### config.mk
export PLATFORM = sky130hd
export DESIGN_NAME = kscc_ram
export DESIGN_NICKNAME = d
export VERILOG_FILES = /design/src/rtl/kosaraju_scc_labeler_unit_assert.svh /design/src/rtl/kscc_ram.sv
export SDC_FILE = /design/constraint.sdc
export NUM_CORES = 1
export LEC_CHECK = 0
export ABC_AREA = 1
export ABC_CLOCK_PERIOD_IN_PS = 1850
export BUFFER_PORTS_ARGS = -buffer_cell sky130_fd_sc_hd__buf_2
export CAP_MARGIN = 40
export CORE_ASPECT_RATIO = 0.9
export CORE_UTILIZATION = 45
export DETAILED_ROUTE_END_ITERATION = 8
export PLACE_DENSITY = 0.6
export SYNTH_ARGS = -nofsm -noshare
export SYNTH_HDL_FRONTEND = slang
export SYNTH_SLANG_ARGS = --single-unit
### constraint.sdc
create_clock -name clk -period 1.85 [get_ports clk]
set_clock_uncertainty 0.2 [all_clocks]
set_input_delay 0.2775 -clock clk [delete_from_list [all_inputs] [get_ports clk]]
set_output_delay 0.2775 -clock clk [all_outputs]
set_load 0.01 [all_outputs]
### src/rtl/kosaraju_scc_labeler_unit_assert.svh
// assertion macros shared by the scc labeler rtl
`ifndef KOSARAJU_SCC_LABELER_UNIT_ASSERT_SVH
`define KOSARAJU_SCC_LABELER_UNIT_ASSERT_SVH

// same-cycle implication, sampled on clk, off during reset
`define KSCC_ASSERT_IMP(name, ante, cons, msg) \
	name: assert property (@(posedge clk) disable iff (!arst_n) (ante) |-> (cons)) \
		else $error(msg);

// next-cycle implication, sampled on clk, off during reset
`define KSCC_ASSERT_NXT(name, ante, cons, msg) \
	name: assert property (@(posedge clk) disable iff (!arst_n) (ante) |=> (cons)) \
		else $error(msg);

`endif

### src/rtl/kscc_ram.sv
// simple dual-port synchronous ram, one write and one registered read
`timescale 1ns / 1ps
module kscc_ram #(
	parameter int Width = 8,
	parameter int Depth = 16,
	localparam int AW = $clog2(Depth)
) (
	input  logic             clk,
	input  logic             we,
	input  logic [AW-1:0]    waddr,
	input  logic [Width-1:0] wdata,
	input  logic [AW-1:0]    raddr,
	output logic [Width-1:0] rdata
);

	logic [Width-1:0] mem_q [Depth];

	// write port and registered read port
	always_ff @(posedge clk) begin
		if (we) begin
			mem_q[waddr] <= wdata;
		end
		rdata <= mem_q[raddr];
	end

endmodule

==> impl_results.md <==
- Post-Place Cell Area: between 6000 and 7000 um2
- Critical path type: reg2out
- DIE AREA: approximately 13000 um2
- DRT Wirelength: 13300 um
- # IOs: 26
- CP top delay family: flip-flops
- Post-synthesis instance area: roughly 5800 um2
- Max Cap Viol: 0
- Status: finished clean
- Ys Warns: 0
- WP buf/inv: 1
- Post-synth cell types: 12
- Largest net degree at the start of global routing: 65
- RSZ-0062 raised after global routing: false
- Setup repair bufs after CTS: 0
- Worst slew pin tran: 0.397 ns
- Synth area leaders: edfxtp_1, nand2_1, nand3_1, inv_1, dfxtp_1
- Register bit total from synthesis: between 100 and 150
- Largest stage delay, worst path: around 0.35 ns
- Crit Path Max Fanout: 1
- Max IR drop VDD: roughly 0.00061 V
- Comb power frac: under 10%
- Gr ovfl total: 0
- Sink Count: about 140
- Initial DRC count: ~310
- Initial Util: 47.0%
- Max-slew violation count: 0
- Max frequency: between 700 and 800 MHz
- DRC: 0
- Util after Layout: approximately 55%
- Final Setup Violations: 0
- Post-Route Setup TNS: 0 ns
- Initial antenna violation count: 0
- CTS clk-pin slew, worst paths: around 0.060 ns
- Most frequent cells in the layout: nand2_1, edfxtp_1, inv_1, nand3_1, buf_2
- First-pass GRT wire length: roughly 21000 um
- Crit path time final: 1.39 ns
- Area grow syn2layout: 16.9%
- Post-CTS Resized: 0
- Arrival @ worst endpoint: around 0.91 ns
- Largest family of logic cells by synthesized area: simple AND/OR/NAND/NOR gates
- Pwr dens: around 1100 nW/um2
- Hold Path Class: in2reg
- Slew HR: approximately 74%
- Register area share after synthesis: 69.4%
- Compound-Gate Fraction of Synth Area: 0%
- CTS Hold Buffers Added: 0
- Commonest non-fill, non-tap cell in the layout: nand2_1
- CTS tree: done
- Syn nets: 569
- Core area: between 10000 and 15000 um2
- Post-DR vias/cell: about 5
- Clock Path Buffers: 2
- Sequential power share: between 40% and 50%
- Multiplexer area fraction after synthesis: 0%
- Buffers added on ports: 25
- Final nets: roughly 620
- Synth Area in XOR/XNOR: 0%
- Share of layout cells above drive strength 1: a little over an eighth
- Sw power: approximately 1.6 mW
- Setup ws final: between 0.4 and 0.5 ns
- Drt wl/cell: about 17 um
- Clock power share: between 40% and 50%
- Worst path required time: ~1.4 ns
- Startpoint Class: flop
- Worst skew pair latency: around 0.41 ns
- # diodes: 0
- CP Cell Sequence: buf_2
- GPL Wtd Cong: roughly 0.81
- H-tree depth: 4
- CTS root buf: clkbuf_16
- Cell area after layout: a little under 7000 um2
- Via count: 3864
- DP Worst Slack: 0.310 ns
- Die Span X: 121 um
- Fin crit share: 74.9%
- Vias in the first global route: ~3800
- Synth area leader: edfxtp_1
- All-layer global routing usage: a little over a fifth
- Post-Syn Instances: around 550
- TritonCTS Buffers: 17
- Switching Fraction: between 20% and 30%
- Slowest CP cell: dfxtp_1
- Leakage: around 3.0 nW
- # rows: 38
- Worst hold slack: about 0.026 ns
- Final hold vios: 0
- Synth top area share: 66.7%
- Syn_area_per_cell: 10.5 um2
- Final HPWL DP: approximately 8000 um
- Internal cell power: approximately 5.7 mW
- DRT Pass-1 Iters: 5
- Detail Route Antenna Nets: 0
- Simple-gate share of the synthesized area: 21.0%
- Die height: 109 um
- Critical Path Sink Type: output pin
- Adder-Cell Fraction of Synth Area: 0%
==> logic make-up (layout without fill, tap and decap cells) <==
group / count (synthesis) / count (layout)
simple gates: 289 / 289
buf+inv: 126 / 185
flops: 136 / 136
==> worst paths after layout <==
check             depth (start not counted)  slack [ns]  endpoint          from
setup reg to reg                          6        0.65  rdata[6]   mem_q[7][6]
setup / recovery                          1        0.46  rdata[2]      rdata[2]
hold / removal                            3        0.03  rdata[5]      raddr[3]
hold reg to reg                           6        0.44  rdata[5]  mem_q[12][5]
==> power by group through the flow <==
stage / clock network (mW) / registers (mW) / logic [mW]
floorplan: 0 / 3.54 / 0.243
global placement: 0 / 3.53 / 0.430
detailed placement: 0 / 3.53 / 0.433
CTS: 3.37 / 3.47 / 0.437
global route: 3.49 / 3.47 / 0.482
finish: 3.35 / 3.47 / 0.434
==> metrics by stage <==
stage          instances  power (mW)
6_report             770        7.25
5_1_grt              770        7.45
3_3_place_gp         738        3.96
4_1_cts              770        7.28
3_5_place_dp         738        3.96
2_1_floorplan        551        3.78
==> layout make-up <==
class | count | area, um2
multi-input cells | 289 | 1210
flip-flops and latches | 136 | 4000
clock buffers | 17 | 425
fillers | 1097 | 5520
repair buffers | 51 | 358
inverters | 102 | 383
clock inverters | 15 | 160
well taps | 160 | 200
==> worst reg2reg max path, stage by stage, from the launching register on <==
cell and delay (ns):
edfxtp_1 0.37, inv_1 0.06, nand2_1 0.05, nand3_1 0.09, nand3_1 0.09, nand3_1 0.17
nand2_1 0.07
==> sequential cells by signal (all words and copies together) (netlist names) <==
signal	count
mem_q	128
rdata	8
==> per-layer routing <==
layer	track usage, %	part of all wire (%)	up-vias
met5	0	0	-
met4	7.85	1.6	0
met3	4.62	4.8	16
met2	35.3	48	112
met1	28.9	46	1870
li1	-	-	1866
==> Yosys cell counts (all sizes together) <==
master / instances
nand2: 173
edfxtp: 128
inv: 102
nand3: 97
buf: 24
nor2: 17
dfxtp: 8
nand3b: 2
Power figures use the tool's default switching activity.
